[src/tdsi_pkg.sv]
package tdsi_pkg;

  // Field widths
  localparam int TEMP_W    = 12;
  localparam int DUTY_W    = 10;
  localparam int BLINK_W   = 8;
  localparam int TICK_W    = 16;
  localparam int RES_W     = 3;
  localparam int CFG_IDX_W = 3;
  localparam int CFG_DAT_W = 12;

  // Divider retires this many quotient bits per cycle
  localparam int DIV_STEP = 4;

  // Register indexes
  localparam logic [CFG_IDX_W-1:0] REG_HIGH_THR  = 3'd0;
  localparam logic [CFG_IDX_W-1:0] REG_TRIP_THR  = 3'd1;
  localparam logic [CFG_IDX_W-1:0] REG_AMB_THR   = 3'd2;
  localparam logic [CFG_IDX_W-1:0] REG_MOD_DUTY  = 3'd3;
  localparam logic [CFG_IDX_W-1:0] REG_RAMP_STEP = 3'd4;
  localparam logic [CFG_IDX_W-1:0] REG_DOOR_INV  = 3'd5;
  localparam logic [CFG_IDX_W-1:0] REG_BLINK     = 3'd6;

  // Register reset values
  localparam logic signed [TEMP_W-1:0] HIGH_THR_RST  = 12'sd390;
  localparam logic signed [TEMP_W-1:0] TRIP_THR_RST  = 12'sd350;
  localparam logic signed [TEMP_W-1:0] AMB_THR_RST   = 12'sd300;
  localparam logic [DUTY_W-1:0]        MOD_DUTY_RST  = 10'd510;
  localparam logic [DUTY_W-1:0]        RAMP_STEP_RST = 10'd150;
  localparam logic [BLINK_W-1:0]       BLINK_RST     = 8'd3;

  // Datapath constants
  localparam logic signed [TEMP_W-1:0] AVG_RESET = 12'sd250;
  localparam logic [DUTY_W-1:0]        DUTY_MAX  = 10'd1000;

  // Button result codes
  localparam logic [RES_W-1:0] BTN_NONE       = 3'd0;
  localparam logic [RES_W-1:0] BTN_STARTED    = 3'd1;
  localparam logic [RES_W-1:0] BTN_RESET_DONE = 3'd2;
  localparam logic [RES_W-1:0] BTN_REF_DOOR   = 3'd3;
  localparam logic [RES_W-1:0] BTN_REF_TEMP   = 3'd4;

  // Controller to datapath commands
  typedef struct packed {
    logic accept;
    logic upd_sample;
    logic div_start;
    logic div_sel_tick;
    logic avg_load;
    logic phase_load;
    logic mul_load;
    logic cmp_load;
    logic commit;
  } tdsi_cmd_t;

  // Datapath to controller status
  typedef struct packed {
    logic div_done;
    logic out_free;
  } tdsi_sts_t;

endpackage

[src/tdsi_if.sv]
interface tdsi_in_if import tdsi_pkg::*; ();
  logic                     valid;
  logic                     ready;
  logic                     sample_valid;
  logic signed [TEMP_W-1:0] temp_sample;
  logic                     contact_a;
  logic                     contact_b;
  logic                     button_level;

  modport source (
    output valid, sample_valid, temp_sample, contact_a, contact_b, button_level,
    input  ready
  );
  modport sink (
    input  valid, sample_valid, temp_sample, contact_a, contact_b, button_level,
    output ready
  );
endinterface

interface tdsi_out_if import tdsi_pkg::*; ();
  logic                     valid;
  logic                     ready;
  logic signed [TEMP_W-1:0] avg_temp;
  logic [DUTY_W-1:0]        fan_duty;
  logic                     machine_enable;
  logic                     alarm_led;
  logic                     trip_led;
  logic                     is_running;
  logic                     door_open;
  logic                     door_fault;
  logic [RES_W-1:0]         button_result;

  modport source (
    output valid, avg_temp, fan_duty, machine_enable, alarm_led, trip_led,
           is_running, door_open, door_fault, button_result,
    input  ready
  );
  modport sink (
    input  valid, avg_temp, fan_duty, machine_enable, alarm_led, trip_led,
           is_running, door_open, door_fault, button_result,
    output ready
  );
endinterface

interface tdsi_cfg_if import tdsi_pkg::*; ();
  logic                 valid;
  logic                 ready;
  logic [CFG_IDX_W-1:0] index;
  logic [CFG_DAT_W-1:0] data;

  modport source (output valid, index, data, input ready);
  modport sink (input valid, index, data, output ready);
endinterface

[src/tdsi_div.sv]
module tdsi_div import tdsi_pkg::*; #(
  parameter int DIV_W = 16,
  parameter int DVS_W = 8
) (
  input  logic             clk,
  input  logic             rst_n,
  input  logic             start,
  input  logic [DIV_W-1:0] dividend,
  input  logic [DVS_W-1:0] divisor,
  output logic             done,
  output logic [DIV_W-1:0] quotient
);

  localparam int STEPS   = DIV_W / DIV_STEP;
  localparam int STEP_CW = $clog2(STEPS + 1);

  logic               busy_r, busy_nxt;
  logic               done_r, done_nxt;
  logic [STEP_CW-1:0] cnt_r, cnt_nxt;
  logic [DVS_W-1:0]   rem_r, rem_nxt;
  logic [DIV_W-1:0]   quo_r, quo_nxt;
  logic [DVS_W-1:0]   dvs_r;

  logic [DVS_W-1:0]   rem_t;
  logic [DIV_W-1:0]   quo_t;
  logic [DVS_W:0]     rem_ext;

  // Restoring steps: shift a dividend bit in, subtract when it fits
  always_comb begin
    rem_t   = rem_r;
    quo_t   = quo_r;
    rem_ext = '0;
    for (int k = 0; k < DIV_STEP; k++) begin
      rem_ext = {rem_t, quo_t[DIV_W-1]};
      quo_t   = {quo_t[DIV_W-2:0], 1'b0};
      if (rem_ext >= {1'b0, dvs_r}) begin
        rem_ext  = rem_ext - {1'b0, dvs_r};
        quo_t[0] = 1'b1;
      end
      rem_t = rem_ext[DVS_W-1:0];
    end
  end

  // Sequence the iterations
  always_comb begin
    busy_nxt = busy_r;
    done_nxt = 1'b0;
    cnt_nxt  = cnt_r;
    rem_nxt  = rem_r;
    quo_nxt  = quo_r;
    if (start) begin
      busy_nxt = 1'b1;
      cnt_nxt  = STEP_CW'(STEPS);
      rem_nxt  = '0;
      quo_nxt  = dividend;
    end else if (busy_r) begin
      rem_nxt = rem_t;
      quo_nxt = quo_t;
      cnt_nxt = cnt_r - STEP_CW'(1);
      if (cnt_r == STEP_CW'(1)) begin
        busy_nxt = 1'b0;
        done_nxt = 1'b1;
      end
    end
  end

  always_ff @(posedge clk) begin
    if (!rst_n) begin
      busy_r <= 1'b0;
      done_r <= 1'b0;
      cnt_r  <= '0;
    end else begin
      busy_r <= busy_nxt;
      done_r <= done_nxt;
      cnt_r  <= cnt_nxt;
    end
  end

  always_ff @(posedge clk) begin
    rem_r <= rem_nxt;
    quo_r <= quo_nxt;
    if (start) begin
      dvs_r <= divisor;
    end
  end

  assign done     = done_r;
  assign quotient = quo_r;

endmodule

[src/tdsi_ctrl.sv]
module tdsi_ctrl import tdsi_pkg::*; (
  input  logic      clk,
  input  logic      rst_n,
  input  logic      in_valid,
  input  logic      in_sample_valid,
  input  tdsi_sts_t sts,
  output logic      in_ready,
  output tdsi_cmd_t cmd
);

  localparam logic [3:0] S_IDLE   = 4'd0;
  localparam logic [3:0] S_UPD    = 4'd1;
  localparam logic [3:0] S_AVG_GO = 4'd2;
  localparam logic [3:0] S_AVG_WT = 4'd3;
  localparam logic [3:0] S_TCK_GO = 4'd4;
  localparam logic [3:0] S_TCK_WT = 4'd5;
  localparam logic [3:0] S_MUL    = 4'd6;
  localparam logic [3:0] S_CMP    = 4'd7;
  localparam logic [3:0] S_FIN    = 4'd8;

  logic [3:0] state_r, state_nxt;

  // Walk one word through sample update, divides, compares and commit
  always_comb begin
    cmd       = '0;
    state_nxt = state_r;
    case (state_r)
      S_IDLE: begin
        if (in_valid) begin
          cmd.accept = 1'b1;
          state_nxt  = in_sample_valid ? S_UPD : S_TCK_GO;
        end
      end
      S_UPD: begin
        cmd.upd_sample = 1'b1;
        state_nxt      = S_AVG_GO;
      end
      S_AVG_GO: begin
        cmd.div_start = 1'b1;
        state_nxt     = S_AVG_WT;
      end
      S_AVG_WT: begin
        if (sts.div_done) begin
          cmd.avg_load = 1'b1;
          state_nxt    = S_TCK_GO;
        end
      end
      S_TCK_GO: begin
        cmd.div_start    = 1'b1;
        cmd.div_sel_tick = 1'b1;
        state_nxt        = S_TCK_WT;
      end
      S_TCK_WT: begin
        if (sts.div_done) begin
          cmd.phase_load = 1'b1;
          state_nxt      = S_MUL;
        end
      end
      S_MUL: begin
        cmd.mul_load = 1'b1;
        state_nxt    = S_CMP;
      end
      S_CMP: begin
        cmd.cmp_load = 1'b1;
        state_nxt    = S_FIN;
      end
      S_FIN: begin
        // Hold until the output register can take the status word
        if (sts.out_free) begin
          cmd.commit = 1'b1;
          state_nxt  = S_IDLE;
        end
      end
      default: begin
        state_nxt = S_IDLE;
      end
    endcase
  end

  always_ff @(posedge clk) begin
    if (!rst_n) begin
      state_r <= S_IDLE;
    end else begin
      state_r <= state_nxt;
    end
  end

  assign in_ready = (state_r == S_IDLE);

endmodule

[src/tdsi_dp.sv]
module tdsi_dp import tdsi_pkg::*; #(
  parameter int WINDOW = 8,
  parameter int DIV_W  = 16,
  parameter int DVS_W  = 8
) (
  input  logic                     clk,
  input  logic                     rst_n,
  input  tdsi_cmd_t                cmd,
  output tdsi_sts_t                sts,
  // input word payload
  input  logic signed [TEMP_W-1:0] in_temp,
  input  logic                     in_contact_a,
  input  logic                     in_contact_b,
  input  logic                     in_button,
  // register writes
  input  logic                     cfg_we,
  input  logic [CFG_IDX_W-1:0]     cfg_idx,
  input  logic [CFG_DAT_W-1:0]     cfg_dat,
  // shared divider
  output logic [DIV_W-1:0]         div_dividend,
  output logic [DVS_W-1:0]         div_divisor,
  input  logic                     div_done,
  input  logic [DIV_W-1:0]         div_quo,
  // status word
  tdsi_out_if.source               out_ch
);

  localparam int CNT_W = $clog2(WINDOW + 1);
  localparam int POS_W = (WINDOW > 1) ? $clog2(WINDOW) : 1;
  localparam int SUM_W = TEMP_W + $clog2(WINDOW);
  localparam int PRD_W = TEMP_W + CNT_W + 1;

  // Registers
  logic signed [TEMP_W-1:0] high_thr_r, trip_thr_r, amb_thr_r;
  logic [DUTY_W-1:0]        mod_duty_r, ramp_step_r;
  logic                     door_inv_r;
  logic [BLINK_W-1:0]       blink_r;

  // Latched input word
  logic signed [TEMP_W-1:0] smp_r;
  logic                     ca_r, cb_r, btn_r;

  // Moving average state
  logic signed [TEMP_W-1:0] mem [WINDOW];
  logic signed [TEMP_W-1:0] rd_r;
  logic signed [SUM_W-1:0]  sum_r;
  logic [POS_W-1:0]         wpos_r;
  logic                     full_r;
  logic signed [TEMP_W-1:0] avg_r;

  // Interlock state
  logic                     run_r, run_nxt;
  logic                     stop_r, stop_nxt;
  logic                     door_r, door_nxt;
  logic                     alarm_r, alarm_nxt;
  logic [DUTY_W-1:0]        duty_r, duty_nxt;
  logic                     last_btn_r;
  logic [TICK_W-1:0]        tick_r;

  // Per word scratch
  logic                     phase_r;
  logic signed [PRD_W-1:0]  s_eff_r;
  logic signed [PRD_W-1:0]  p_trip_r, p_amb_r, p_high_r;
  logic                     ge_trip_r, gt_amb_r, ge_high_r;

  // Output register
  logic                     out_valid_r;

  // Comb helpers
  logic [CNT_W-1:0]         cnt, cnt_eff, p_inc;
  logic signed [CNT_W:0]    cnt_s;
  logic signed [SUM_W-1:0]  old_term, sum_upd;
  logic [SUM_W-1:0]         sum_mag;
  logic [TEMP_W-1:0]        q_mag;
  logic [BLINK_W-1:0]       bt;
  logic                     fault, closed, fall;
  logic [RES_W-1:0]         result;
  logic [DUTY_W-1:0]        mod_sat, target, diff;

  // Window fill count
  assign cnt     = full_r ? CNT_W'(WINDOW) : CNT_W'(wpos_r);
  assign cnt_eff = (cnt == '0) ? CNT_W'(1) : cnt;
  assign cnt_s   = $signed({1'b0, cnt_eff});

  // Running sum update: drop the oldest sample once the window is full
  assign old_term = full_r ? SUM_W'(rd_r) : '0;
  assign sum_upd  = sum_r - old_term + SUM_W'(smp_r);
  assign p_inc    = CNT_W'(wpos_r) + CNT_W'(1);

  // Divider operands: sum magnitude over count, or tick over blink period
  assign sum_mag = sum_r[SUM_W-1] ? $unsigned(-sum_r) : $unsigned(sum_r);
  assign bt      = (blink_r == '0) ? BLINK_W'(1) : blink_r;
  assign div_dividend = cmd.div_sel_tick ? DIV_W'(tick_r) : DIV_W'(sum_mag);
  assign div_divisor  = cmd.div_sel_tick ? DVS_W'(bt) : DVS_W'(cnt);
  assign q_mag        = div_quo[TEMP_W-1:0];

  // Door, trip, button and alarm latches
  always_comb begin
    fault    = (ca_r == cb_r);
    closed   = !fault && (door_inv_r ? (ca_r && !cb_r) : (!ca_r && cb_r));
    run_nxt  = run_r;
    stop_nxt = stop_r;
    door_nxt = door_r;
    result   = BTN_NONE;
    if (closed) begin
      door_nxt = 1'b0;
    end else begin
      if (!door_r && run_r && !stop_r) begin
        stop_nxt = 1'b1;
      end
      door_nxt = 1'b1;
    end
    if (run_nxt && !stop_nxt && ge_trip_r) begin
      stop_nxt = 1'b1;
    end
    fall = last_btn_r && !btn_r;
    if (fall) begin
      if (!run_nxt) begin
        if (door_nxt) begin
          result = BTN_REF_DOOR;
        end else begin
          run_nxt = 1'b1;
          result  = BTN_STARTED;
        end
      end else if (stop_nxt) begin
        if (door_nxt) begin
          result = BTN_REF_DOOR;
        end else if (gt_amb_r) begin
          result = BTN_REF_TEMP;
        end else begin
          stop_nxt = 1'b0;
          result   = BTN_RESET_DONE;
        end
      end
    end
    alarm_nxt = alarm_r;
    if (!alarm_r && ge_high_r) begin
      alarm_nxt = 1'b1;
    end else if (alarm_r && !gt_amb_r) begin
      alarm_nxt = 1'b0;
    end
  end

  // Ramp the fan duty toward its target
  always_comb begin
    mod_sat  = (mod_duty_r > DUTY_MAX) ? DUTY_MAX : mod_duty_r;
    target   = ge_trip_r ? DUTY_MAX : (ge_high_r ? mod_sat : '0);
    duty_nxt = duty_r;
    diff     = '0;
    if (duty_r < target) begin
      diff     = target - duty_r;
      duty_nxt = (diff > ramp_step_r) ? duty_r + ramp_step_r : target;
    end else if (duty_r > target) begin
      diff     = duty_r - target;
      duty_nxt = (diff > ramp_step_r) ? duty_r - ramp_step_r : target;
    end
  end

  // Register file writes
  always_ff @(posedge clk) begin
    if (!rst_n) begin
      high_thr_r  <= HIGH_THR_RST;
      trip_thr_r  <= TRIP_THR_RST;
      amb_thr_r   <= AMB_THR_RST;
      mod_duty_r  <= MOD_DUTY_RST;
      ramp_step_r <= RAMP_STEP_RST;
      door_inv_r  <= 1'b0;
      blink_r     <= BLINK_RST;
    end else if (cfg_we) begin
      case (cfg_idx)
        REG_HIGH_THR:  high_thr_r  <= $signed(cfg_dat[TEMP_W-1:0]);
        REG_TRIP_THR:  trip_thr_r  <= $signed(cfg_dat[TEMP_W-1:0]);
        REG_AMB_THR:   amb_thr_r   <= $signed(cfg_dat[TEMP_W-1:0]);
        REG_MOD_DUTY:  mod_duty_r  <= cfg_dat[DUTY_W-1:0];
        REG_RAMP_STEP: ramp_step_r <= cfg_dat[DUTY_W-1:0];
        REG_DOOR_INV:  door_inv_r  <= cfg_dat[0];
        REG_BLINK:     blink_r     <= cfg_dat[BLINK_W-1:0];
        default: ;
      endcase
    end
  end

  // Sample window memory, read at the write pointer ahead of the update
  always_ff @(posedge clk) begin
    rd_r <= mem[wpos_r];
    if (cmd.upd_sample) begin
      mem[wpos_r] <= smp_r;
    end
  end

  // Control and architectural state
  always_ff @(posedge clk) begin
    if (!rst_n) begin
      sum_r       <= '0;
      wpos_r      <= '0;
      full_r      <= 1'b0;
      avg_r       <= AVG_RESET;
      run_r       <= 1'b0;
      stop_r      <= 1'b0;
      door_r      <= 1'b1;
      alarm_r     <= 1'b0;
      duty_r      <= '0;
      last_btn_r  <= 1'b1;
      tick_r      <= '0;
      out_valid_r <= 1'b0;
    end else begin
      if (cmd.upd_sample) begin
        sum_r <= sum_upd;
        if (p_inc >= CNT_W'(WINDOW)) begin
          wpos_r <= '0;
          full_r <= 1'b1;
        end else begin
          wpos_r <= p_inc[POS_W-1:0];
        end
      end
      if (cmd.avg_load) begin
        avg_r <= sum_r[SUM_W-1] ? $signed(-q_mag) : $signed(q_mag);
      end
      if (cmd.commit) begin
        run_r      <= run_nxt;
        stop_r     <= stop_nxt;
        door_r     <= door_nxt;
        alarm_r    <= alarm_nxt;
        duty_r     <= duty_nxt;
        last_btn_r <= btn_r;
        tick_r     <= tick_r + TICK_W'(1);
      end
      if (cmd.commit) begin
        out_valid_r <= 1'b1;
      end else if (out_ch.ready) begin
        out_valid_r <= 1'b0;
      end
    end
  end

  // Per word payload registers
  always_ff @(posedge clk) begin
    if (cmd.accept) begin
      smp_r <= in_temp;
      ca_r  <= in_contact_a;
      cb_r  <= in_contact_b;
      btn_r <= in_button;
    end
    if (cmd.phase_load) begin
      phase_r <= div_quo[0];
    end
    if (cmd.mul_load) begin
      s_eff_r  <= (cnt == '0) ? PRD_W'(AVG_RESET) : PRD_W'(sum_r);
      p_trip_r <= trip_thr_r * cnt_s;
      p_amb_r  <= amb_thr_r * cnt_s;
      p_high_r <= high_thr_r * cnt_s;
    end
    if (cmd.cmp_load) begin
      ge_trip_r <= (s_eff_r >= p_trip_r);
      gt_amb_r  <= (s_eff_r > p_amb_r);
      ge_high_r <= (s_eff_r >= p_high_r);
    end
    if (cmd.commit) begin
      out_ch.avg_temp       <= avg_r;
      out_ch.fan_duty       <= duty_nxt;
      out_ch.machine_enable <= run_nxt && !stop_nxt;
      out_ch.alarm_led      <= alarm_nxt && !phase_r;
      out_ch.trip_led       <= stop_nxt;
      out_ch.is_running     <= run_nxt;
      out_ch.door_open      <= door_nxt;
      out_ch.door_fault     <= fault;
      out_ch.button_result  <= result;
    end
  end

  assign out_ch.valid = out_valid_r;
  assign sts.div_done = div_done;
  assign sts.out_free = !out_valid_r || out_ch.ready;

endmodule

[src/temperature_door_safety_interlock_unit.sv]
// Sequence: a word with a sample updates the window and runs the average divide, then
//   the blink divide, multiply, compare and commit; other words start at the blink divide.
// Throughput: one word at a time; the shared 4-bit-per-cycle divider runs the
//   average (sum over fill count) and the blink phase (tick over blink period) in turn.
// Reset: rst_n synchronous active low; registers take their reset values, average 250,
//   door flagged open, button released; the sample window needs no clearing.
module temperature_door_safety_interlock_unit import tdsi_pkg::*; #(
  parameter int WINDOW = 8
) (
  input  logic         clk,
  input  logic         rst_n,
  tdsi_in_if.sink      in_ch,
  tdsi_out_if.source   out_ch,
  tdsi_cfg_if.sink     cfg_ch
);

  localparam int SUM_W = TEMP_W + $clog2(WINDOW);
  localparam int CNT_W = $clog2(WINDOW + 1);
  localparam int DVS_W = (BLINK_W > CNT_W) ? BLINK_W : CNT_W;
  localparam int DMX_W = (SUM_W > TICK_W) ? SUM_W : TICK_W;
  localparam int DIV_W = ((DMX_W + DIV_STEP - 1) / DIV_STEP) * DIV_STEP;

  tdsi_cmd_t        cmd;
  tdsi_sts_t        sts;
  logic             ctrl_ready;
  logic [DIV_W-1:0] div_dividend, div_quo;
  logic [DVS_W-1:0] div_divisor;
  logic             div_done;

  // Registers are always writable
  assign cfg_ch.ready = 1'b1;
  assign in_ch.ready  = ctrl_ready;

  tdsi_ctrl u_ctrl (
    .clk             (clk),
    .rst_n           (rst_n),
    .in_valid        (in_ch.valid),
    .in_sample_valid (in_ch.sample_valid),
    .sts             (sts),
    .in_ready        (ctrl_ready),
    .cmd             (cmd)
  );

  tdsi_div #(
    .DIV_W (DIV_W),
    .DVS_W (DVS_W)
  ) u_div (
    .clk      (clk),
    .rst_n    (rst_n),
    .start    (cmd.div_start),
    .dividend (div_dividend),
    .divisor  (div_divisor),
    .done     (div_done),
    .quotient (div_quo)
  );

  tdsi_dp #(
    .WINDOW (WINDOW),
    .DIV_W  (DIV_W),
    .DVS_W  (DVS_W)
  ) u_dp (
    .clk          (clk),
    .rst_n        (rst_n),
    .cmd          (cmd),
    .sts          (sts),
    .in_temp      (in_ch.temp_sample),
    .in_contact_a (in_ch.contact_a),
    .in_contact_b (in_ch.contact_b),
    .in_button    (in_ch.button_level),
    .cfg_we       (cfg_ch.valid),
    .cfg_idx      (cfg_ch.index),
    .cfg_dat      (cfg_ch.data),
    .div_dividend (div_dividend),
    .div_divisor  (div_divisor),
    .div_done     (div_done),
    .div_quo      (div_quo),
    .out_ch       (out_ch)
  );

  // Busy once a word is taken
  a_busy_after_accept: assert property (@(posedge clk) disable iff (!rst_n)
    (in_ch.valid && in_ch.ready) |=> !in_ch.ready)
    else $error("input ready right after accept");

  // Commit only into a free output register
  a_commit_free: assert property (@(posedge clk) disable iff (!rst_n)
    cmd.commit |-> sts.out_free)
    else $error("status word overwritten");

  // Divider never finishes in the cycle after a start
  a_div_latency: assert property (@(posedge clk) disable iff (!rst_n)
    cmd.div_start |=> !div_done)
    else $error("divider done too early");

  // Ramped duty and result code stay in range
  a_out_range: assert property (@(posedge clk) disable iff (!rst_n)
    out_ch.valid |-> (out_ch.fan_duty <= DUTY_MAX) && (out_ch.button_result <= BTN_REF_TEMP))
    else $error("status word out of range");

endmodule

[src/flat_wrapper.sv]
// flat-port wrapper written by rule: the top's interface ports become plain ports
module temperature_door_safety_interlock_unit_flat import tdsi_pkg::*;
#(
  parameter int WINDOW = 8
)
  (clk, rst_n, in_ch_valid, in_ch_sample_valid, in_ch_temp_sample, in_ch_contact_a, in_ch_contact_b, in_ch_button_level, in_ch_ready, out_ch_valid, out_ch_avg_temp, out_ch_fan_duty, out_ch_machine_enable, out_ch_alarm_led, out_ch_trip_led, out_ch_is_running, out_ch_door_open, out_ch_door_fault, out_ch_button_result, out_ch_ready, cfg_ch_valid, cfg_ch_index, cfg_ch_data, cfg_ch_ready);
  tdsi_in_if in_ch_i ();
  tdsi_out_if out_ch_i ();
  tdsi_cfg_if cfg_ch_i ();
  input  logic clk;
  input  logic rst_n;
  input wire logic [$bits(in_ch_i.valid)-1:0] in_ch_valid;
  input wire logic [$bits(in_ch_i.sample_valid)-1:0] in_ch_sample_valid;
  input wire logic [$bits(in_ch_i.temp_sample)-1:0] in_ch_temp_sample;
  input wire logic [$bits(in_ch_i.contact_a)-1:0] in_ch_contact_a;
  input wire logic [$bits(in_ch_i.contact_b)-1:0] in_ch_contact_b;
  input wire logic [$bits(in_ch_i.button_level)-1:0] in_ch_button_level;
  output wire logic [$bits(in_ch_i.ready)-1:0] in_ch_ready;
  output wire logic [$bits(out_ch_i.valid)-1:0] out_ch_valid;
  output wire logic [$bits(out_ch_i.avg_temp)-1:0] out_ch_avg_temp;
  output wire logic [$bits(out_ch_i.fan_duty)-1:0] out_ch_fan_duty;
  output wire logic [$bits(out_ch_i.machine_enable)-1:0] out_ch_machine_enable;
  output wire logic [$bits(out_ch_i.alarm_led)-1:0] out_ch_alarm_led;
  output wire logic [$bits(out_ch_i.trip_led)-1:0] out_ch_trip_led;
  output wire logic [$bits(out_ch_i.is_running)-1:0] out_ch_is_running;
  output wire logic [$bits(out_ch_i.door_open)-1:0] out_ch_door_open;
  output wire logic [$bits(out_ch_i.door_fault)-1:0] out_ch_door_fault;
  output wire logic [$bits(out_ch_i.button_result)-1:0] out_ch_button_result;
  input wire logic [$bits(out_ch_i.ready)-1:0] out_ch_ready;
  input wire logic [$bits(cfg_ch_i.valid)-1:0] cfg_ch_valid;
  input wire logic [$bits(cfg_ch_i.index)-1:0] cfg_ch_index;
  input wire logic [$bits(cfg_ch_i.data)-1:0] cfg_ch_data;
  output wire logic [$bits(cfg_ch_i.ready)-1:0] cfg_ch_ready;
  assign in_ch_i.valid = in_ch_valid;
  assign in_ch_i.sample_valid = in_ch_sample_valid;
  assign in_ch_i.temp_sample = in_ch_temp_sample;
  assign in_ch_i.contact_a = in_ch_contact_a;
  assign in_ch_i.contact_b = in_ch_contact_b;
  assign in_ch_i.button_level = in_ch_button_level;
  assign in_ch_ready = in_ch_i.ready;
  assign out_ch_valid = out_ch_i.valid;
  assign out_ch_avg_temp = out_ch_i.avg_temp;
  assign out_ch_fan_duty = out_ch_i.fan_duty;
  assign out_ch_machine_enable = out_ch_i.machine_enable;
  assign out_ch_alarm_led = out_ch_i.alarm_led;
  assign out_ch_trip_led = out_ch_i.trip_led;
  assign out_ch_is_running = out_ch_i.is_running;
  assign out_ch_door_open = out_ch_i.door_open;
  assign out_ch_door_fault = out_ch_i.door_fault;
  assign out_ch_button_result = out_ch_i.button_result;
  assign out_ch_i.ready = out_ch_ready;
  assign cfg_ch_i.valid = cfg_ch_valid;
  assign cfg_ch_i.index = cfg_ch_index;
  assign cfg_ch_i.data = cfg_ch_data;
  assign cfg_ch_ready = cfg_ch_i.ready;
  temperature_door_safety_interlock_unit #(.WINDOW(WINDOW)) u_core (.clk(clk), .rst_n(rst_n), .in_ch(in_ch_i), .out_ch(out_ch_i), .cfg_ch(cfg_ch_i));
endmodule
[config.mk]
export PLATFORM = sky130hd
export DESIGN_NAME = temperature_door_safety_interlock_unit_flat
export DESIGN_NICKNAME = d
export VERILOG_FILES = /design/src/tdsi_pkg.sv /design/src/tdsi_if.sv /design/src/tdsi_div.sv /design/src/tdsi_ctrl.sv /design/src/tdsi_dp.sv /design/src/temperature_door_safety_interlock_unit.sv /design/src/flat_wrapper.sv
export SDC_FILE = /design/constraint.sdc
export NUM_CORES = 1
export LEC_CHECK = 0
export BUFFER_PORTS_ARGS = -buffer_cell sky130_fd_sc_hd__buf_2
export CORE_MARGIN = 1
export CORE_UTILIZATION = 35
export CTS_BUF_LIST = sky130_fd_sc_hd__clkbuf_4 sky130_fd_sc_hd__clkbuf_8
export CTS_CLUSTER_SIZE = 10
export DETAILED_ROUTE_END_ITERATION = 12
export MAX_ROUTING_LAYER = met4
export SLEW_MARGIN = 5
export SYNTH_ARGS = -nofsm -noshare
export SYNTH_HDL_FRONTEND = slang
export SYNTH_SLANG_ARGS = --single-unit
[constraint.sdc]
create_clock -name clk -period 22.3 [get_ports clk]
set_input_delay 2.23 -clock clk [delete_from_list [all_inputs] [get_ports clk]]
set_output_delay 2.23 -clock clk [all_outputs]
set_load 0.01 [all_outputs]
==> summary.md, run 1 <==
| Metric | Value |
|---|---|
| Outcome | finished clean |
| Post-CTS setup buffers | 0 |
| Number of synthesized flops with an enable pin | roughly 240 |
| Register share of total power | a little under a quarter |
| Maxcap violations | 0 |
| Buf/Inv on CP | 3 |
| Clk pwr share | 19.2% |
| Syn Area/Cell | a little under 10 µm² |
| FP Rows | 100 |
| Max Freq | ~100 MHz |
| Antenna violations before repair | 7 |
| Routed WL per cell | 16.5 µm |
| Initial Util | 35.5% |
| Cell variety after synth | 71 |
| Clk Latency, worst-skew pair | 680 ps |
| CTS tree | done |
| Sw frac | 41.7% |
| H-tree depth reported by CTS | 3 |
| TNS Setup | 0 ps |
| Internal power | around 2.3 mW |
| Final setup vio count | 0 |
| Synth Warn # | 0 |
| First-pass GRT wire length | between 100000 and 150000 µm |
| Clock skew | 42.3 ps |
| Vias in the first global route | roughly 18000 |
| Multi-input gate area | about 15000 µm² |
| Core Box Area | 74600 µm² |
| Largest delay share family, worst path | compound AO/OA/AOI/OAI gates |
| DRC violation count after routing | 0 |
| Max incr delay on CP | approximately 760 ps |
| Fin. max-slew vios | 0 |
| Switching power summed over all nets | 1.67 mW |
| DIE AREA | about 77000 µm² |
| Register area | around 10000 µm² |
| Area contributors post-synth | edfxtp_1, ha_1, dfxtp_1 |
| Hold Vio Cnt, Final | 0 |
| Vias | 19037 |
| Avg Vias per Cell | ~4.9 |
| Congestion Overflow GR | 0 |
| Comb pwr share | between 50% and 60% |
| Syn Nets | about 3100 |
| Clock transition at the registers of the reported paths | approximately 60 ps |
| PostCTS Resize Cnt | 0 |
| Worst Hold Class | flop to flop |
| Largest net degree at the start of global routing | 70 |
| Hold-fix buffers, CTS | 0 |
| Pleak | 12.9 nW |
| Die Span X | 277 µm |
| Top cell type's share of synthesized area | a little over a quarter |
| Req. time, crit path | around 23000 ps |
| Yosys top cell by area | edfxtp_1 |
| Fillers | 7443 |
| Detailed placement HPWL | 45900 µm |
| First drt pass iteration count | 5 |
| Number of nets in the layout | between 3000 and 4000 |
| Critical Path Sink Type | flop |
| Iter 0 DRT Violations | between 1000 and 1500 |
| Mapped Area | 26500 µm² |
| RSZ-0062 raised after global routing | false |
| TritonCTS Buffers | 69 |
| Area grow syn2layout | 11.7% |
| IO Count | 70 |
| Seq cells post-synth | about 390 |
| Final WL | 63800 µm |
| CTS max path bufs | 3 |
| Min Tclk post-route | 9760 ps |
| Clk sinks | around 390 |
| Relative slew slack | about a fifth |
| Final RePlAce weighted congestion | ~0.89 |
| Buffers on Ports | 68 |
| Commonest register cell after synthesis | edfxtp_1 |
| Root Buffer | clkbuf_8 |
| Global Route Usage Sum | roughly 17% |
| VDD IR-drop max | roughly 0.27 mV |
| Top-count cell post-synth | inv_1 |
| Worst Path Max Fanout | 16 |
| WP data arrival | ~10000 ps |
| Commonest cells in the netlist | inv_1, nand2_1, ha_1 |
| CP Class | flop to flop |
| CP max stage cell | a2111oi_4 |
| Seq/Total Area, Yosys | between 30 and 40% |
| Share of layout cells above drive strength 1 | 10.3% |
| Post-synth ARST share | 0% |
| Syn Inst Count | roughly 2800 |
| Detail Route Antenna Nets | 0 |
| Final Core Density | approximately two fifths |
| PwrDens | 135 nW/µm² |
| Worst-Margin Slew | about 1200 ps |
| Die Height | roughly 280 µm |
| Startpoint types | flop |
| Post-route clock period utilization | between 40% and 50% |
routing by layer:
| layer | vias up | share of wire [%] | global-route usage (%) |
|---|---|---|---|
| met5 | - | 0 | - |
| met4 | 0 | 2.0 | 5.21 |
| met3 | 92 | 4.8 | 2.55 |
| met2 | 390 | 46 | 26.8 |
| met1 | 9001 | 48 | 23.5 |
| li1 | 9554 | - | - |
area by class of cell:
class	count	share of cell area, %
Sequential cell	393	34.6
Timing Repair Buffer	95	1.84
Tap cell	969	4.10
Multi-Input combinational cell	1895	49.2
Inverter	373	4.74
Clock buffer	98	4.14
Clock inverter	28	1.24
Antenna cell	7	0.0593
per-stage QoR:
stage	hold slack (ps)	total power [mW]	setup WS, ps	area, µm²	cells
3_5_place_dp	423	3.24	12550	27900	3725
3_3_place_gp	416	3.24	12600	27900	3725
6_report	418	4.00	12540	29500	3858
5_1_grt	427	4.32	11680	29500	3857
4_1_cts	418	4.03	12510	29500	3851
2_1_floorplan	408	2.76	14080	26500	2751
registers in the layout, indices dropped and copies added, names as in the netlist, 15 cells and up:
name and flops:
u_core.u_dp.tick_r 16, u_core.u_div.quotient 16, u_core.u_dp.p_high_r 17, u_core.u_dp.p_amb_r 17, u_core.u_dp.sum_r 15, u_core.u_dp.p_trip_r 17, u_core.u_dp.mem 96, u_core.u_dp.s_eff_r 15
power groups by stage:
stage | combinational (mW) | clock (mW) | sequential, mW
3_3_place_gp | 2.27 | 0 | 0.965
3_5_place_dp | 2.27 | 0 | 0.966
6_report | 2.28 | 0.768 | 0.952
2_1_floorplan | 1.83 | 0 | 0.932
4_1_cts | 2.29 | 0.790 | 0.951
5_1_grt | 2.53 | 0.821 | 0.962
cells by family after synthesis:
kind of cell	count (synthesis)	synth area share, %
buffers and inverters	463	6.60
other	1	0.0142
multiplexers	72	3.18
AO/OA/AOI/OAI	522	12.6
flip-flops	393	38.7
adder cells (fa/ha/maj)	356	19.6
XOR/XNOR	147	4.87
AND/OR/NAND/NOR	797	14.5
worst reg2reg max path: cells and delay by family (launching register included):
family,cells,cell delay (ps)
multiplexers,1,350
AND/OR/NAND/NOR,9,1450
AO/OA/AOI/OAI,21,5680
flip-flops,1,480
adder cells (fa/ha/maj),4,1210
buffers and inverters,3,500
final timing paths:
check / slack [ps] / from / cells after the start / end
min: 420 / u_core.u_dp.avg_r[9] / 0 / u_core.u_dp.out_ch.avg_temp[9]
min reg2reg: 420 / u_core.u_dp.avg_r[9] / 0 / u_core.u_dp.out_ch.avg_temp[9]
max: 12540 / u_core.u_div.dvs_r[1] / 38 / u_core.u_div.rem_r[2]
max reg2reg: 12540 / u_core.u_div.dvs_r[1] / 38 / u_core.u_div.rem_r[2]
cells in the final DEF, fill, tap and decap left out, types with 34 or more instances in the layout:
cell      count
a21o_1       44
a21oi_1     195
and2_1      124
buf_2        68
clkbuf_8     78
dfxtp_1     155
edfxtp_1    236
fa_1         97
ha_1        259
inv_1       371
mux2i_1      35
nand2_1     318
nand3_1      47
nor2_1      120
nor2b_1      34
o21ai_0      89
xnor2_1     103
xor2_1       44
Power figures use the tool's default switching activity.
==> inputs of run 2 (changes only) <==
Clock period 22.3 ns to 8.9 ns, I/O delays scaled along.
==> run 2 against run 1 <==
  * Cell count is 0.49% higher
  * Hold slack lost 36 ps
  * First-iteration DRC count up 2.3%
  * Worst setup slack lost 12000 ps
  * Die area unchanged
  * Clock power rose by 140%
  * Power increased to 2.6 times the previous value
  * Register-to-register slack got worse by 12000 ps
  * Global-route usage about the same
  * Clock-buffer cell count up 5
  * Largest power group unchanged
==> summary.md, run 2 (synthesized netlist as in run 1, its figures left out) <==
| Metric | Value |
|---|---|
| Worst Hold Class | input pin to flop (was flop to flop) |
| Max Freq | 122 MHz (was 102 MHz) |
| CTS max path bufs | 3 (unchanged) |
| CP Class | flop to flop (unchanged) |
| M1 GR Usage | 23.2% (was 23.5%) |
| Die Span X | 277 µm (unchanged) |
| Routed WL per cell | 16.6 µm (was 16.5 µm) |
| Iter 0 DRT Violations | 1206 (was 1179) |
| Startpoint types | flop (unchanged) |
| Hold Vio Cnt, Final | 0 (unchanged) |
| DIE AREA | 76700 µm² (unchanged) |
| FP Rows | 100 (unchanged) |
| First-pass GRT wire length | 102000 µm (about the same) |
| Area grow syn2layout | 11.9% (was 11.7%) |
| Post-route clock period utilization | 92.1% (was 43.8%) |
| Vias in the first global route | 18146 (was 18308) |
| Buf/Inv on CP | 3 (unchanged) |
| Largest delay share family, worst path | compound AO/OA/AOI/OAI gates (unchanged) |
| Outcome | finished clean (unchanged) |
| Met3 Resource Use GR | 2.60% (was 2.55%) |
| Critical path origin | u_core.u_div.dvs_r[1] (unchanged) |
| TritonCTS Buffers | 69 (unchanged) |
| R2r startpoint | u_core.u_div.dvs_r[1] (unchanged) |
| Hold path cells | 1 (was 0) |
| H-tree depth reported by CTS | 3 (unchanged) |
| Largest net degree at the start of global routing | 69 (was 70) |
| Critical R2R Capture | u_core.u_div.rem_r[4] (was u_core.u_div.rem_r[2]) |
| Die Height | 277 µm (unchanged) |
| Detail Route Antenna Nets | 0 (unchanged) |
| VDD IR-drop max | 0.677 mV (was 0.266 mV) |
| Final WL | 64400 µm (was 63800 µm) |
| Depth of the worst register-to-register path | 36 (was 38) |
| WP depth | 36 (was 38) |
| Reg2Reg Setup Slack | 700 ps (was 12540 ps) |
| Clk sinks | 393 (unchanged) |
| Final RePlAce weighted congestion | 0.883 (was 0.888) |
| Congestion Overflow GR | 0 (unchanged) |
| Avg Vias per Cell | 4.91 (was 4.93) |
| Cell total after placement | 3737 (was 3725) |
| WP data arrival | 8700 ps (was 10320 ps) |
| Global Route Usage Sum | 17.4% (was 17.3%) |
| CTS tree | done (unchanged) |
| Worst-Margin Slew | 1150 ps (was 1190 ps) |
| Clock skew | 36.0 ps (was 42.3 ps) |
| Hold path start | in_ch_temp_sample[7] (was u_core.u_dp.avg_r[9]) |
| Share of layout cells above drive strength 1 | 10.9% (was 10.3%) |
| Met2 Use GR | 27.4% (was 26.8%) |
| CP max stage cell | edfxtp_1 (was a2111oi_4) |
| Worst Path Max Fanout | 6 (was 16) |
| Relative slew slack | 22.6% (was 20.1%) |
| Vias | 19034 (was 19037) |
| First drt pass iteration count | 7 (was 5) |
| Pleak | 12.9 nW (about the same) |
| Hold-fix buffers, CTS | 0 (unchanged) |
| Antenna violations before repair | 9 (was 7) |
| Max reg flops | 96 (unchanged) |
| RSZ-0062 raised after global routing | false (unchanged) |
| Global routing's busiest layer | met2 (unchanged) |
| TNS Setup | 0 ps (unchanged) |
| Final setup vio count | 0 (unchanged) |
| Most frequent cells in the layout | inv_1, nand2_1, ha_1, edfxtp_1, a21oi_1 (unchanged) |
| Critical Path Sink Type | flop (unchanged) |
| Fillers | 7372 (was 7443) |
| Fin. max-slew vios | 0 (unchanged) |
| Req. time, crit path | 9410 ps (was 22850 ps) |
| IO Count | 70 (unchanged) |
| Core Box Area | 74600 µm² (unchanged) |
| PwrDens | 353 nW/µm² (was 135 nW/µm²) |
| Non-Filler Instances | 3877 (was 3858) |
| Max incr delay on CP | 480 ps (was 760 ps) |
| Clk Latency, worst-skew pair | 680 ps (about the same) |
| Maxcap violations | 0 (unchanged) |
| Number of nets in the layout | 3234 (was 3219) |
| Reg with most FFs | u_core.u_dp.mem (unchanged) |
| CP Capture Point | u_core.u_div.rem_r[4] (was u_core.u_div.rem_r[2]) |
| Clock transition at the registers of the reported paths | 70 ps (was 60 ps) |
| Buffers on Ports | 68 (unchanged) |
| Initial Util | 35.5% (unchanged) |
| Commonest non-fill, non-tap cell in the layout | inv_1 (unchanged) |
| DRC violation count after routing | 0 (unchanged) |
| Detailed placement HPWL | 46200 µm (was 45900 µm) |
| Root Buffer | clkbuf_8 (unchanged) |
| Min Tclk post-route | 8200 ps (was 9760 ps) |
run 2: per-layer routing:
layer / vias up / part of all wire, %
met5: - / 0
li1: 9599 / -
met1: 9003 / 48
met4: 0 / 1.7
met2: 344 / 46
met3: 88 / 4.4
run 2: metrics by stage:
step	area [µm²]	utilization (%)	hold slack [ps]	power, mW	worst slack, ps
floorplan	26500	-	408	6.91	680
global placement	28000	37.6	422	8.52	480
detailed placement	28000	37.6	428	8.58	497
CTS	29500	39.6	314	10.4	425
global route	29600	39.7	351	11.3	39.3
finish	29600	39.7	382	10.4	704
run 2: repair_timing:
item,in CTS,in global routing
gates resized for setup,0,7
endpoints found under the setup margin,0,9
setup buffers,0,2
run 2: where the power goes:
group / total (mW) / leakage [nW] / switching, mW / internal (mW)
clock: 1.81 / 0.791 / 0.821 / 0.989
sequential: 2.39 / 3.42 / 0.186 / 2.20
combinational: 6.25 / 8.70 / 3.35 / 2.90
run 2: final cells by class:
| cell class | instances | area [µm²] | share of cell area, % |
|---|---|---|---|
| Clock buffer | 103 | 1250 | 4.24 |
| Tap cell | 969 | 1210 | 4.10 |
| Sequential cell | 393 | 10200 | 34.6 |
| Antenna cell | 9 | 22.5 | 0.0761 |
| Clock inverter | 25 | 241 | 0.816 |
| Timing Repair Buffer | 109 | 648 | 2.19 |
| Inverter | 373 | 1400 | 4.73 |
| Multi-Input combinational cell | 1896 | 14600 | 49.3 |
run 2: worst min path at each step:
| stage | to | slack, ps |
|---|---|---|
| 4_1_cts | u_core.u_dp.smp_r[7] | 310 |
| 3_3_place_gp | u_core.u_dp.out_ch.avg_temp[2] | 420 |
| 6_report | u_core.u_dp.smp_r[7] | 380 |
| 5_1_grt | u_core.u_dp.smp_r[1] | 350 |
| 2_1_floorplan | u_core.u_dp.out_ch.avg_temp[0] | 410 |
| 3_5_place_dp | u_core.u_dp.out_ch.avg_temp[3] | 430 |
run 2: worst register-to-register path, delay by kind of cell, from the launching register on:
family                   cells  cell delay, ps
AO/OA/AOI/OAI               19            3820
AND/OR/NAND/NOR              7            1010
multiplexers                 3             980
flip-flops                   1             480
adder cells (fa/ha/maj)      4            1220
buffers and inverters        3             570
==> inputs of run 3 (changes only) <==
Settings changed: BUFFER_PORTS_ARGS -buffer_cell sky130_fd_sc_hd__buf_2 to -buffer_cell sky130_fd_sc_hd__buf_4, CTS_CLUSTER_DIAMETER set to 30.
==> run 3 against run 2 <==
  * Fmax up 0.18%
  * Clock power up 38%
  * Largest cell class unchanged
  * Sequential share of layout area shrank 1.1 points
  * Critical path type unchanged
  * Critical endpoint is now u_core.u_div.rem_r[3]
  * Hold slack worse by 44 ps
==> summary.md, run 3 (synthesized netlist as in run 1, its figures left out) <==
| Metric | Value |
|---|---|
| Clk sinks | 393 (unchanged) |
| Min-Delay Endpoint | u_core.u_dp.smp_r[1] (was u_core.u_dp.smp_r[7]) |
| Min Tclk post-route | 8180 ps (was 8200 ps) |
| Fin. max-slew vios | 0 (unchanged) |
| Sw frac | 39.7% (was 41.7%) |
| Most frequent cells in the layout | inv_1, nand2_1, ha_1, edfxtp_1, a21oi_1 (unchanged) |
| Largest net degree at the start of global routing | 74 (was 69) |
| Core Box Area | 74600 µm² (unchanged) |
| H-tree depth reported by CTS | 3 (unchanged) |
| Hold Vio Cnt, Final | 0 (unchanged) |
| TritonCTS Buffers | 92 (was 69) |
| Fillers | 7312 (was 7372) |
| Die Span X | 277 µm (unchanged) |
| Area grow syn2layout | 15.4% (was 11.9%) |
| Switching power summed over all nets | 4.45 mW (was 4.36 mW) |
| Relative slew slack | 24.0% (was 22.6%) |
| Register share of total power | 21.3% (was 22.9%) |
| Commonest non-fill, non-tap cell in the layout | inv_1 (unchanged) |
| Non-Filler Instances | 3921 (was 3877) |
| Post-route clock period utilization | 91.9% (was 92.1%) |
| Initial Util | 35.5% (unchanged) |
| Final RePlAce weighted congestion | 0.892 (was 0.883) |
| Root Buffer | clkbuf_8 (unchanged) |
| Req. time, crit path | 9450 ps (was 9410 ps) |
| DIE AREA | 76700 µm² (unchanged) |
| Clock skew | 57.2 ps (was 36.0 ps) |
| Maxcap violations | 0 (unchanged) |
| Comb pwr share | 56.4% (was 59.8%) |
| RSZ-0062 raised after global routing | false (unchanged) |
| Number of nets in the layout | 3264 (was 3234) |
| IO Count | 70 (unchanged) |
| Cell total after placement | 3739 (was 3737) |
| Hold path cells | 1 (unchanged) |
| Max Freq | 122 MHz (about the same) |
| Clk Latency, worst-skew pair | 730 ps (was 680 ps) |
| First drt pass iteration count | 5 (was 7) |
| Share of layout cells above drive strength 1 | 12.4% (was 10.9%) |
| Worst-Margin Slew | 1130 ps (was 1150 ps) |
| CP max stage cell | edfxtp_1 (unchanged) |
| CTS tree | done (unchanged) |
| Internal power | 6.77 mW (was 6.09 mW) |
| Vias | 19243 (was 19034) |
| Multi-input gate area | 14600 µm² (about the same) |
| Reg with most FFs | u_core.u_dp.mem (unchanged) |
| Depth of the worst register-to-register path | 37 (was 36) |
| Worst slack, placed | 633 ps (was 497 ps) |
| Hold path start | in_ch_temp_sample[1] (was in_ch_temp_sample[7]) |
| Max incr delay on CP | 470 ps (was 480 ps) |
| Worst setup slack after layout | 718 ps (was 704 ps) |
| PwrDens | 368 nW/µm² (was 353 nW/µm²) |
| Outcome | finished clean (unchanged) |
| Final WL | 64900 µm (was 64400 µm) |
| Worst Hold Class | input pin to flop (unchanged) |
| Pleak | 13.4 nW (was 12.9 nW) |
| Die Height | 277 µm (unchanged) |
| Detailed placement HPWL | 46500 µm (was 46200 µm) |
| VDD IR-drop max | 0.677 mV (about the same) |
| First-pass GRT wire length | 103000 µm (was 102000 µm) |
| Max reg flops | 96 (unchanged) |
| Startpoint types | flop (unchanged) |
| Buffers on Ports | 68 (unchanged) |
| Final setup vio count | 0 (unchanged) |
| Pwr Total | 11.2 mW (was 10.4 mW) |
| DRC violation count after routing | 0 (unchanged) |
| Clk pwr share | 22.3% (was 17.3%) |
| Critical Path Sink Type | flop (unchanged) |
| Hold-fix buffers, CTS | 0 (unchanged) |
| FP Rows | 100 (unchanged) |
| Detail Route Antenna Nets | 0 (unchanged) |
| Global Route Usage Sum | 17.5% (was 17.4%) |
| Reg2Reg Setup Slack | 720 ps (was 700 ps) |
| Clock transition at the registers of the reported paths | 70 ps (about the same) |
| Routed WL per cell | 16.6 µm (about the same) |
| WP data arrival | 8740 ps (was 8700 ps) |
| Antenna violations before repair | 1 (was 9) |
| Congestion Overflow GR | 0 (unchanged) |
| CP Class | flop to flop (unchanged) |
| TNS Setup | 0 ps (unchanged) |
| Avg Vias per Cell | 4.91 (about the same) |
| Most used cell, CP | a21oi_1 |
| Worst Path Max Fanout | 5 (was 6) |
| R2r startpoint | u_core.u_div.dvs_r[1] (unchanged) |
| Iter 0 DRT Violations | 1080 (was 1206) |
| Vias in the first global route | 18435 (was 18146) |
| CTS max path bufs | 3 (unchanged) |
| Critical R2R Capture | u_core.u_div.rem_r[3] (was u_core.u_div.rem_r[4]) |
| Register area | 10200 µm² (unchanged) |
[run 3: cell count changes in the layout (fill, tap and decap cells not counted), moves of 3 or more]
cell and change:
buf_2 -68, buf_4 +75, bufinv_16 +12, clkbuf_4 -10, clkbuf_8 +21, clkinv_2 +8, clkinv_4 +6, diode_2 -8
inv_6 +8, o21ai_0 +3, o21ai_1 -3
[run 3: timing repair]
| action | in CTS | in global routing |
|---|---|---|
| gates resized for setup | 0 | 2 |
| setup buffers | 0 | 7 |
| setup endpoints to repair | 0 | 8 |
| endpoints found under the hold margin | 0 | 0 |
[run 3: critical path: cells and delay by family, from the launching register on]
kind,cells,cell delay (ps)
simple gates,7,1350
flops,1,470
buf+inv,4,610
mux,2,590
fa+ha+maj,4,1170
compound gates,20,3850
[run 3: layout make-up]
| class | count | share of cell area (%) |
|---|---|---|
| clock inverter | 59 | 2.52 |
| tap | 969 | 3.97 |
| sequential | 393 | 33.5 |
| antenna | 1 | 0.00820 |
| timing repair buffer | 116 | 2.85 |
| multi-input combinational | 1896 | 47.7 |
| clock buffer | 114 | 4.81 |
| inverter | 373 | 4.59 |
[run 3: power by group through the flow]
stage	registers, mW	logic, mW	clock network, mW
floorplan	2.33	4.57	0
global placement	2.43	6.22	0
detailed placement	2.43	6.24	0
CTS	2.39	6.28	2.56
global route	2.42	7.03	2.65
finish	2.39	6.33	2.50
[run 3: worst max-delay path by stage]
stage,startpoint,to,cells after the start,slack [ps]
6_report,u_core.u_div.dvs_r[1],u_core.u_div.rem_r[3],37,720
3_3_place_gp,u_core.u_div.dvs_r[3],u_core.u_div.rem_r[3],39,580
2_1_floorplan,u_core.u_div.dvs_r[1],u_core.u_div.rem_r[2],37,680
3_5_place_dp,u_core.u_div.dvs_r[3],u_core.u_div.rem_r[3],38,630
4_1_cts,u_core.u_div.dvs_r[3],u_core.u_div.rem_r[3],39,600
5_1_grt,u_core.u_div.dvs_r[1],u_core.u_div.rem_r[3],38,7
[run 3: metrics by stage]
step                      hold slack, ps  util (%)  cell area, µm²
final                                338      40.9           30500
after global routing                 283      40.9           30500
after CTS                            263      40.8           30500
after detailed placement             421      37.8           28200
after global placement               418      37.8           28200
after floorplan                      408         -           26500
[run 3: per-layer routing]
layer  GRT usage [%]  part of all wire [%]  vias up
met4            5.46                   2.1        0
met5               -                     0        -
met1            23.2                    47     9141
met2            27.3                    46      357
li1                -                     -     9656
met3            2.70                   4.5       89
